**config.mk**
```make
export PLATFORM = sky130hd
export DESIGN_NAME = weighted_vtime_accounting
export DESIGN_NICKNAME = d
export VERILOG_FILES = /design/src/design/wva_pkg.sv /design/src/design/weighted_vtime_accounting.sv /design/src/design/wva_ctrl.sv /design/src/design/wva_dp.sv
export SDC_FILE = /design/constraint.sdc
export NUM_CORES = 2
export LEC_CHECK = 0
export ABC_AREA = 1
export BUFFER_PORTS_ARGS = -buffer_cell sky130_fd_sc_hd__buf_2
export CAP_MARGIN = 20
export CELL_PAD_IN_SITES_DETAIL_PLACEMENT = 1
export CELL_PAD_IN_SITES_GLOBAL_PLACEMENT = 1
export CORE_MARGIN = 2
export CORE_UTILIZATION = 47
export DETAILED_ROUTE_END_ITERATION = 8
export PLACE_DENSITY_LB_ADDON = 0.1
export SLEW_MARGIN = 15
export SYNTH_ARGS = -nofsm -noshare
export SYNTH_HDL_FRONTEND = slang
export SYNTH_SLANG_ARGS = --single-unit
```
**constraint.sdc**
```tcl
create_clock -name i_clk -period 10.52 [get_ports i_clk]
set_input_delay 1.578 -clock i_clk [delete_from_list [all_inputs] [get_ports i_clk]]
set_output_delay 1.578 -clock i_clk [all_outputs]
set_load 0.1 [all_outputs]
```
**src/design/wva_pkg.sv**
```systemverilog
package wva_pkg;

    localparam int VT_W     = 64;
    localparam int SLICE_W  = 32;
    localparam int W_W      = 14;
    localparam int FACT_W   = 8;
    localparam int L0_W     = 16;
    localparam int SCALE_W  = 7;
    localparam int NUM_W    = SLICE_W + SCALE_W;
    localparam int DEN_W    = FACT_W + W_W;
    localparam int DCNT_W   = 6;
    localparam int CFG_IDX_W = 3;
    localparam int CFG_DAT_W = 32;

    localparam logic [SCALE_W-1:0] CHARGE_SCALE = 7'd100;

    localparam logic [FACT_W-1:0]  RST_THRESHOLD = 8'd10;
    localparam logic [FACT_W-1:0]  RST_BOOST     = 8'd8;
    localparam logic [FACT_W-1:0]  RST_BASE      = 8'd2;
    localparam logic [SLICE_W-1:0] RST_SLICE     = 32'd20000000;

    typedef enum logic [1:0] {
        ACT_ENABLE  = 2'd0,
        ACT_ENQUEUE = 2'd1,
        ACT_RUNNING = 2'd2,
        ACT_STOPPING = 2'd3
    } t_action;

    typedef enum logic [1:0] {
        CLS_ORDINARY = 2'd0,
        CLS_COMPACT  = 2'd1,
        CLS_FLUSH    = 2'd2
    } t_class;

    typedef enum logic [CFG_IDX_W-1:0] {
        REG_FIFO_MODE     = 3'd0,
        REG_LEVEL_THRESH  = 3'd1,
        REG_BOOST_FACTOR  = 3'd2,
        REG_BASE_FACTOR   = 3'd3,
        REG_DEFAULT_SLICE = 3'd4
    } t_reg_idx;

    typedef struct packed {
        logic capture;
        logic prep;
        logic mult;
        logic div_step;
        logic finish;
    } t_cmd;

    typedef struct packed {
        logic need_div;
    } t_sts;

endpackage

```
**src/design/weighted_vtime_accounting.sv**
```systemverilog
// Virtual-time unit for a weighted fair scheduler: one result beat per event beat.
// Enable, enqueue and running beats pass through the prep, mult and finish states after
// capture; a stopping beat (outside fifo mode) also runs the 39-step restoring divider
// that forms used_slice*100 / (factor*weight) one quotient bit per cycle, before finish.
// One event is worked at a time; the next input beat is taken as soon as the previous
// result sits in the output register, even while the output is stalled. The user must
// write registers through the plain write port only while no event is in flight; the
// block itself does not enforce it.
module weighted_vtime_accounting (
    input  logic                                i_clk,
    input  logic                                i_rst_n,
    input  logic                                i_cfg_we,
    input  logic [wva_pkg::CFG_IDX_W-1:0]       i_cfg_index,
    input  logic [wva_pkg::CFG_DAT_W-1:0]       i_cfg_wdata,
    input  logic                                i_in_valid,
    output logic                                o_in_stall,
    input  logic [1:0]                          i_action,
    input  logic [wva_pkg::VT_W-1:0]            i_task_vtime,
    input  logic [wva_pkg::SLICE_W-1:0]         i_slice_left,
    input  logic [wva_pkg::W_W-1:0]             i_task_weight,
    input  logic [1:0]                          i_task_class,
    input  logic [wva_pkg::L0_W-1:0]            i_level0_count,
    output logic                                o_out_valid,
    input  logic                                i_out_stall,
    output logic [wva_pkg::VT_W-1:0]            o_vtime_out,
    output logic                                o_vtime_ordered,
    output logic [wva_pkg::VT_W-1:0]            o_enqueue_total
);
    import wva_pkg::*;

    t_cmd cmd;
    t_sts sts;

    wva_ctrl u_ctrl (
        .i_clk       (i_clk),
        .i_rst_n     (i_rst_n),
        .i_in_valid  (i_in_valid),
        .o_in_stall  (o_in_stall),
        .o_out_valid (o_out_valid),
        .i_out_stall (i_out_stall),
        .i_sts       (sts),
        .o_cmd       (cmd)
    );

    wva_dp u_dp (
        .i_clk           (i_clk),
        .i_rst_n         (i_rst_n),
        .i_cmd           (cmd),
        .o_sts           (sts),
        .i_cfg_we        (i_cfg_we),
        .i_cfg_index     (i_cfg_index),
        .i_cfg_wdata     (i_cfg_wdata),
        .i_action        (i_action),
        .i_task_vtime    (i_task_vtime),
        .i_slice_left    (i_slice_left),
        .i_task_weight   (i_task_weight),
        .i_task_class    (i_task_class),
        .i_level0_count  (i_level0_count),
        .o_vtime_out     (o_vtime_out),
        .o_vtime_ordered (o_vtime_ordered),
        .o_enqueue_total (o_enqueue_total)
    );

endmodule

```
**src/design/wva_ctrl.sv**
```systemverilog
module wva_ctrl (
    input  logic          i_clk,
    input  logic          i_rst_n,
    input  logic          i_in_valid,
    output logic          o_in_stall,
    output logic          o_out_valid,
    input  logic          i_out_stall,
    input  wva_pkg::t_sts i_sts,
    output wva_pkg::t_cmd o_cmd
);
    import wva_pkg::*;

    typedef enum logic [4:0] {
        S_IDLE = 5'b00001,
        S_PREP = 5'b00010,
        S_MULT = 5'b00100,
        S_DIV  = 5'b01000,
        S_FIN  = 5'b10000
    } t_state;

    t_state             r_state, n_state;
    logic [DCNT_W-1:0]  r_cnt, n_cnt;
    logic               r_out_valid, n_out_valid;
    logic               out_free;

    assign out_free    = !r_out_valid || !i_out_stall;
    assign o_in_stall  = (r_state != S_IDLE);
    assign o_out_valid = r_out_valid;

    always_comb begin
        n_state = r_state;
        n_cnt   = r_cnt;
        o_cmd   = '0;
        case (r_state)
            S_IDLE: begin
                if (i_in_valid) begin
                    o_cmd.capture = 1'b1;
                    n_state = S_PREP;
                end
            end
            S_PREP: begin
                o_cmd.prep = 1'b1;
                n_state = S_MULT;
            end
            S_MULT: begin
                o_cmd.mult = 1'b1;
                n_cnt = DCNT_W'(NUM_W - 1);
                n_state = i_sts.need_div ? S_DIV : S_FIN;
            end
            S_DIV: begin
                o_cmd.div_step = 1'b1;
                n_cnt = r_cnt - DCNT_W'(1);
                if (r_cnt == '0) begin
                    n_state = S_FIN;
                end
            end
            S_FIN: begin
                // hold the result until the output register is free
                if (out_free) begin
                    o_cmd.finish = 1'b1;
                    n_state = S_IDLE;
                end
            end
            default: begin
                n_state = S_IDLE;
            end
        endcase
    end

    always_comb begin
        n_out_valid = r_out_valid;
        if (o_cmd.finish) begin
            n_out_valid = 1'b1;
        end else if (!i_out_stall) begin
            n_out_valid = 1'b0;
        end
    end

    always_ff @(posedge i_clk) begin
        if (!i_rst_n) begin
            r_state     <= S_IDLE;
            r_cnt       <= '0;
            r_out_valid <= 1'b0;
        end else begin
            r_state     <= n_state;
            r_cnt       <= n_cnt;
            r_out_valid <= n_out_valid;
        end
    end

endmodule

```
**src/design/wva_dp.sv**
```systemverilog
module wva_dp (
    input  logic                                i_clk,
    input  logic                                i_rst_n,
    input  wva_pkg::t_cmd                       i_cmd,
    output wva_pkg::t_sts                       o_sts,
    input  logic                                i_cfg_we,
    input  logic [wva_pkg::CFG_IDX_W-1:0]       i_cfg_index,
    input  logic [wva_pkg::CFG_DAT_W-1:0]       i_cfg_wdata,
    input  logic [1:0]                          i_action,
    input  logic [wva_pkg::VT_W-1:0]            i_task_vtime,
    input  logic [wva_pkg::SLICE_W-1:0]         i_slice_left,
    input  logic [wva_pkg::W_W-1:0]             i_task_weight,
    input  logic [1:0]                          i_task_class,
    input  logic [wva_pkg::L0_W-1:0]            i_level0_count,
    output logic [wva_pkg::VT_W-1:0]            o_vtime_out,
    output logic                                o_vtime_ordered,
    output logic [wva_pkg::VT_W-1:0]            o_enqueue_total
);
    import wva_pkg::*;

    // configuration
    logic               r_fifo;
    logic [FACT_W-1:0]  r_thresh;
    logic [FACT_W-1:0]  r_boost;
    logic [FACT_W-1:0]  r_base;
    logic [SLICE_W-1:0] r_slice;

    // state
    logic [VT_W-1:0]    r_cur, n_cur;
    logic [VT_W-1:0]    r_enq, n_enq;

    // captured beat
    logic [1:0]         r_action;
    logic [VT_W-1:0]    r_tv;
    logic [SLICE_W-1:0] r_left;
    logic [W_W-1:0]     r_weight;
    logic [1:0]         r_cls;
    logic [L0_W-1:0]    r_l0;

    // working registers
    logic [SLICE_W-1:0] r_used;
    logic [FACT_W-1:0]  r_factor;
    logic [VT_W-1:0]    r_floor;
    logic               r_before;
    logic [NUM_W-1:0]   r_num;
    logic [DEN_W-1:0]   r_den;
    logic [DEN_W-1:0]   r_rem;

    logic [VT_W-1:0]    r_vout;
    logic               r_ordered;
    logic [VT_W-1:0]    r_total;

    logic               over;
    logic [FACT_W-1:0]  fac_sel;
    logic [NUM_W-1:0]   prod_num;
    logic [DEN_W-1:0]   prod_den;
    logic [VT_W-1:0]    diff;
    logic [DEN_W:0]     rem_sh;
    logic               rem_ge;
    logic [DEN_W:0]     rem_sub;
    logic [VT_W-1:0]    n_vout;
    logic               is_enq;
    logic               fifo_off;

    assign fifo_off = !r_fifo;
    assign is_enq   = (r_action == ACT_ENQUEUE);
    assign o_sts.need_div = (r_action == ACT_STOPPING) && fifo_off;

    assign over = r_l0 > {{(L0_W-FACT_W){1'b0}}, r_thresh};

    always_comb begin
        case (r_cls)
            CLS_COMPACT: fac_sel = over ? r_boost : r_base;
            CLS_FLUSH:   fac_sel = over ? r_base : r_boost;
            default:     fac_sel = FACT_W'(1);
        endcase
        if (fac_sel == '0) begin
            fac_sel = FACT_W'(1);
        end
    end

    assign prod_num = {{(NUM_W-SLICE_W){1'b0}}, r_used}
                    * {{(NUM_W-SCALE_W){1'b0}}, CHARGE_SCALE};
    assign prod_den = {{W_W{1'b0}}, r_factor} * {{FACT_W{1'b0}}, r_weight};

    // wrap-safe compare: sign of the difference
    assign diff = is_enq ? (r_tv - r_floor) : (r_cur - r_tv);

    // restoring divide, one quotient bit per step
    assign rem_sh  = {r_rem, r_num[NUM_W-1]};
    assign rem_ge  = rem_sh >= {1'b0, r_den};
    assign rem_sub = rem_sh - {1'b0, r_den};

    always_comb begin
        n_cur  = r_cur;
        n_enq  = r_enq;
        n_vout = r_tv;
        case (r_action)
            ACT_ENABLE: begin
                n_vout = r_cur;
            end
            ACT_ENQUEUE: begin
                n_enq = r_enq + VT_W'(1);
                if (fifo_off && r_before) begin
                    n_vout = r_floor;
                end
            end
            ACT_RUNNING: begin
                if (fifo_off && r_before) begin
                    n_cur = r_tv;
                end
            end
            ACT_STOPPING: begin
                if (fifo_off) begin
                    n_vout = r_tv + {{(VT_W-NUM_W){1'b0}}, r_num};
                end
            end
            default: begin
                n_vout = r_tv;
            end
        endcase
    end

    always_ff @(posedge i_clk) begin
        if (!i_rst_n) begin
            r_fifo   <= 1'b0;
            r_thresh <= RST_THRESHOLD;
            r_boost  <= RST_BOOST;
            r_base   <= RST_BASE;
            r_slice  <= RST_SLICE;
        end else if (i_cfg_we) begin
            case (i_cfg_index)
                REG_FIFO_MODE:     r_fifo   <= i_cfg_wdata[0];
                REG_LEVEL_THRESH:  r_thresh <= i_cfg_wdata[FACT_W-1:0];
                REG_BOOST_FACTOR:  r_boost  <= i_cfg_wdata[FACT_W-1:0];
                REG_BASE_FACTOR:   r_base   <= i_cfg_wdata[FACT_W-1:0];
                REG_DEFAULT_SLICE: r_slice  <= i_cfg_wdata[SLICE_W-1:0];
                default: ;
            endcase
        end
    end

    always_ff @(posedge i_clk) begin
        if (!i_rst_n) begin
            r_cur <= '0;
            r_enq <= '0;
        end else if (i_cmd.finish) begin
            r_cur <= n_cur;
            r_enq <= n_enq;
        end
    end

    always_ff @(posedge i_clk) begin
        if (i_cmd.capture) begin
            r_action <= i_action;
            r_tv     <= i_task_vtime;
            r_left   <= i_slice_left;
            r_weight <= (i_task_weight == '0) ? W_W'(1) : i_task_weight;
            r_cls    <= i_task_class;
            r_l0     <= i_level0_count;
        end
        if (i_cmd.prep) begin
            r_used   <= (r_slice > r_left) ? (r_slice - r_left) : '0;
            r_factor <= fac_sel;
            r_floor  <= r_cur - {{(VT_W-SLICE_W){1'b0}}, r_slice};
        end
        if (i_cmd.mult) begin
            r_num    <= prod_num;
            r_den    <= prod_den;
            r_rem    <= '0;
            r_before <= diff[VT_W-1];
        end
        if (i_cmd.div_step) begin
            if (rem_ge) begin
                r_rem <= rem_sub[DEN_W-1:0];
                r_num <= {r_num[NUM_W-2:0], 1'b1};
            end else begin
                r_rem <= rem_sh[DEN_W-1:0];
                r_num <= {r_num[NUM_W-2:0], 1'b0};
            end
        end
        if (i_cmd.finish) begin
            r_vout    <= n_vout;
            r_ordered <= is_enq && fifo_off;
            r_total   <= n_enq;
        end
    end

    assign o_vtime_out     = r_vout;
    assign o_vtime_ordered = r_ordered;
    assign o_enqueue_total = r_total;

endmodule

```
==> results.toml <==
[run_status]
run_status = "finished clean"

[clocking]
htree_levels = 3
tritoncts = "yes"
clockBufferDepth = 3
clkLatencyLatePin_ns = 0.69
cts_sinks = 644
clkTransAtPathRegs_ns = 0.06
cts_setup_buffers = 0
cts_resized = 0
postCtsHoldBufs = 0
numCtsBuffers = 79
cts-root-buf = "clkbuf_16"

[sta]
grt_setup_unrepaired = "no"
finalMaxSlewViolations = 0
skew_ns = 0.03302
tns_ns = 0
setup_viol = 0
tightest_slew_ns = 1.068
fin_crit_sh = 0.4615
max-slew-margin-rel = 0.2882
post-route-min-period_ns = 4.854
timing.final.ws_setup_ns = 5.666
fmax_ghz = 0.2060
hold_viol = 0

[synthesis]
synthTopCellsByArea = "edfxtp_1 (28%), ha_1 (11%), nand2_1 (9.8%)"
yosys.area.top_type = "edfxtp_1"
synth_edf_count = 447
synth.top_cell.area_share = 0.2807
synth_nets = 6836
yosysSeqAreaShare = 0.3632
synth-main-ff-cell = "edfxtp_1"
synthDistinctLibCells = 62
ys_seq_elements = 644
syn_area_sq_um = 47810
netlist_instances = 6158
syn_area_per_cell_sq_um = 7.764
synth_async_sr_flop_share = 0
synth_warnings = 0

[finish]
drive_above_1_share = 0.09673
final_area_sq_um = 53320
layout_common_cells = "nand2_1 (1,243), inv_1 (1,093), nor2_1 (579), a21oi_1 (494), edfxtp_1 (447)"
final_common_cell = "nand2_1"
n_fill_cell = 12600
syn2layout_area_growth_pct = 11.53
seq_area_sq_um = 17370
nets = 7072
multiInputGateArea_sq_um = 25540

[floorplanning]
io_pins = 301
fp-row-count = 116
die_area_sq_um = 104300
die_h_um = 323.0
coreArea_sq_um = 100400
die_x_um = 323.0
initial_core_util = 0.4760

[route]
vias = 43539
drcViolationCount = 0
ant_nets = 0
first_pass_iters = 7
wl_um = 171800
viasPerCell = 5.563
drtIter0Drc = 3135
avgRoutedWirePerCell_um = 21.95

[run]
cap_violations = 0

[setup_path]
slowest_stage = "edfxtp_1"
timing.critical_path.mode_cell = "nand2_1"
worst_ep_arrival_time_ns = 5.28
required_ns = 10.95
cpPeakStageDelay_ns = 0.72
path_delay_family = "adder cells"
crit_type = "reg2reg"
worst_setup_path_start_kind = "flip-flop"
crit_path_cell_trace = "nand2_1 -> fa_1 -> fa_1 -> inv_1 -> fa_1 -> inv_1 -> fa_1 -> inv_1 -> ha_1 -> nand2_1 -> nor2_1 -> o21ai_0 -> o211ai_1 -> nor2_1 -> o21bai_1 -> nand3_1 -> nand2_1 -> nand2_1 -> nand2_1"
cp.buffers_inverters = 3
crit_path_end_kind = "flip-flop"
cp_max_fo = 14

[power]
ir_drop_v = 0.0001243
power_density_nw_per_um2 = 177.9
total_power_mw = 9.484
power_leakage_nw = 25.37

[global_route]
overflow = 0
grt_max_degree = 159
grtUsageTotal = 0.3251
grt_pass1_vias = 44566
grt_pass1_wl_um = 259600
antenna_found_initial = 14

[placed_design]
post-place-ws_ns = 5.554
io_buffers = 300
gp_congestion = 0.9742
dp_hpwl_um = 135000
dpl_cell_area_sq_um = 50520

[hold_path]
hold_path_class = "reg2reg"
## flip-flops by register name (all words and copies together), names as in the netlist, 2 cells and up
name	flops
u_ctrl.r_cnt	6
u_ctrl.r_state	5
u_dp.o_enqueue_total	64
u_dp.o_vtime_out	64
u_dp.r_action	2
u_dp.r_base	8
u_dp.r_boost	8
u_dp.r_cls	2
u_dp.r_cur	64
u_dp.r_den	22
u_dp.r_enq	64
u_dp.r_factor	8
u_dp.r_floor	64
u_dp.r_l0	16
u_dp.r_left	32
u_dp.r_num	39
u_dp.r_rem	22
u_dp.r_slice	32
u_dp.r_thresh	8
u_dp.r_tv	64
u_dp.r_used	32
u_dp.r_weight	14
## per-layer routing
layer	wire (um)	vias to the layer above	share of wire	GRT usage
met3	8839	317	0.051	0.03963
li1	-	20708	-	-
met2	80400	1169	0.47	0.5383
met5	31	-	0.00018	0
met1	75620	21339	0.44	0.4326
met4	6890	6	0.040	0.1287
## report_power, final
part | leakage (nW) | internal (mW) | switching [mW]
clock | 1.34 | 1.72 | 1.20
combinational | 18.4 | 1.04 | 2.26
sequential | 5.63 | 3.06 | 0.217
total | 25.4 | 5.81 | 3.68
## worst paths after layout
path	slack (ns)	startpoint	endpoint	depth (start not counted)
worst max register to register	5.67	u_dp.r_factor[4]$_SDFFCE_PN0P_	u_dp.r_den[18]$_DFFE_PP_	19
worst max-delay path	5.67	u_dp.r_factor[4]$_SDFFCE_PN0P_	u_dp.r_den[18]$_DFFE_PP_	19
worst min register to register	0.46	u_dp.r_thresh[5]$_SDFFE_PN0P_	u_dp.r_thresh[5]$_SDFFE_PN0P_	2
worst min-delay path	0.46	u_dp.r_thresh[5]$_SDFFE_PN0P_	u_dp.r_thresh[5]$_SDFFE_PN0P_	2
## per-stage QoR
stage,cells,utilization,hold WS (ns)
after floorplan,6158,-,0.4263
after global placement,7669,0.5030,0.4452
after detailed placement,7669,0.5030,0.4506
after CTS,7817,0.5307,0.4595
after global routing,7823,0.5309,0.4884
final,7826,0.5309,0.4627
## worst register-to-register path: stages (launching register included)
cell      delay (ns)
edfxtp_1        0.72
nand2_1         0.17
fa_1            0.54
fa_1            0.51
inv_1           0.06
fa_1            0.52
inv_1           0.05
fa_1            0.52
inv_1           0.04
ha_1            0.35
nand2_1         0.14
nor2_1          0.06
o21ai_0         0.16
o211ai_1        0.14
nor2_1          0.22
o21bai_1        0.13
nand3_1         0.11
nand2_1         0.06
nand2_1         0.06
nand2_1         0.05
## synthesized netlist by cell type (8+ instances only)
library cell	count
nor3_1	83
a21o_1	26
buf_2	23
clkbuf_1	117
a211oi_2	56
nand3_1	292
buf_6	8
nand4_1	128
o21ai_0	335
buf_1	13
a221oi_1	14
fa_1	103
nand3b_1	10
edfxtp_1	447
o211ai_1	29
a211oi_1	18
dfxtp_1	197
xor2_1	130
o21a_1	15
a21oi_1	494
nor2_4	10
buf_4	10
nand2_2	15
nand2_1	1244
ha_1	405
inv_1	1096
nor2_2	13
a31oi_1	17
o21ai_1	32
inv_2	16
o21bai_1	21
nor4_1	27
xnor2_1	48
nor2_1	583
or2_2	18
## cells by family after synthesis
logic type / Yosys count / synth area share
DFF: 644 / 0.3632
AOI/OAI and AO/OA: 1082 / 0.1311
buffers and inverters: 1288 / 0.1038
xor gates and xnor gates: 178 / 0.03261
adders and majority gates: 508 / 0.1491
and+or+nand+nor: 2458 / 0.2201
## cell type report
| cell class | count | share of cell area |
|---|---|---|
| Tap cell | 1357 | 0.03184 |
| Multi-Input combinational cell | 4226 | 0.4789 |
| Timing Repair Buffer | 328 | 0.03257 |
| Clock inverter | 38 | 0.009691 |
| Sequential cell | 644 | 0.3257 |
| Antenna cell | 8 | 0.0003754 |
| Inverter | 1115 | 0.07858 |
| Clock buffer | 110 | 0.04233 |
No activity file was read; power rests on OpenSTA's default activity.
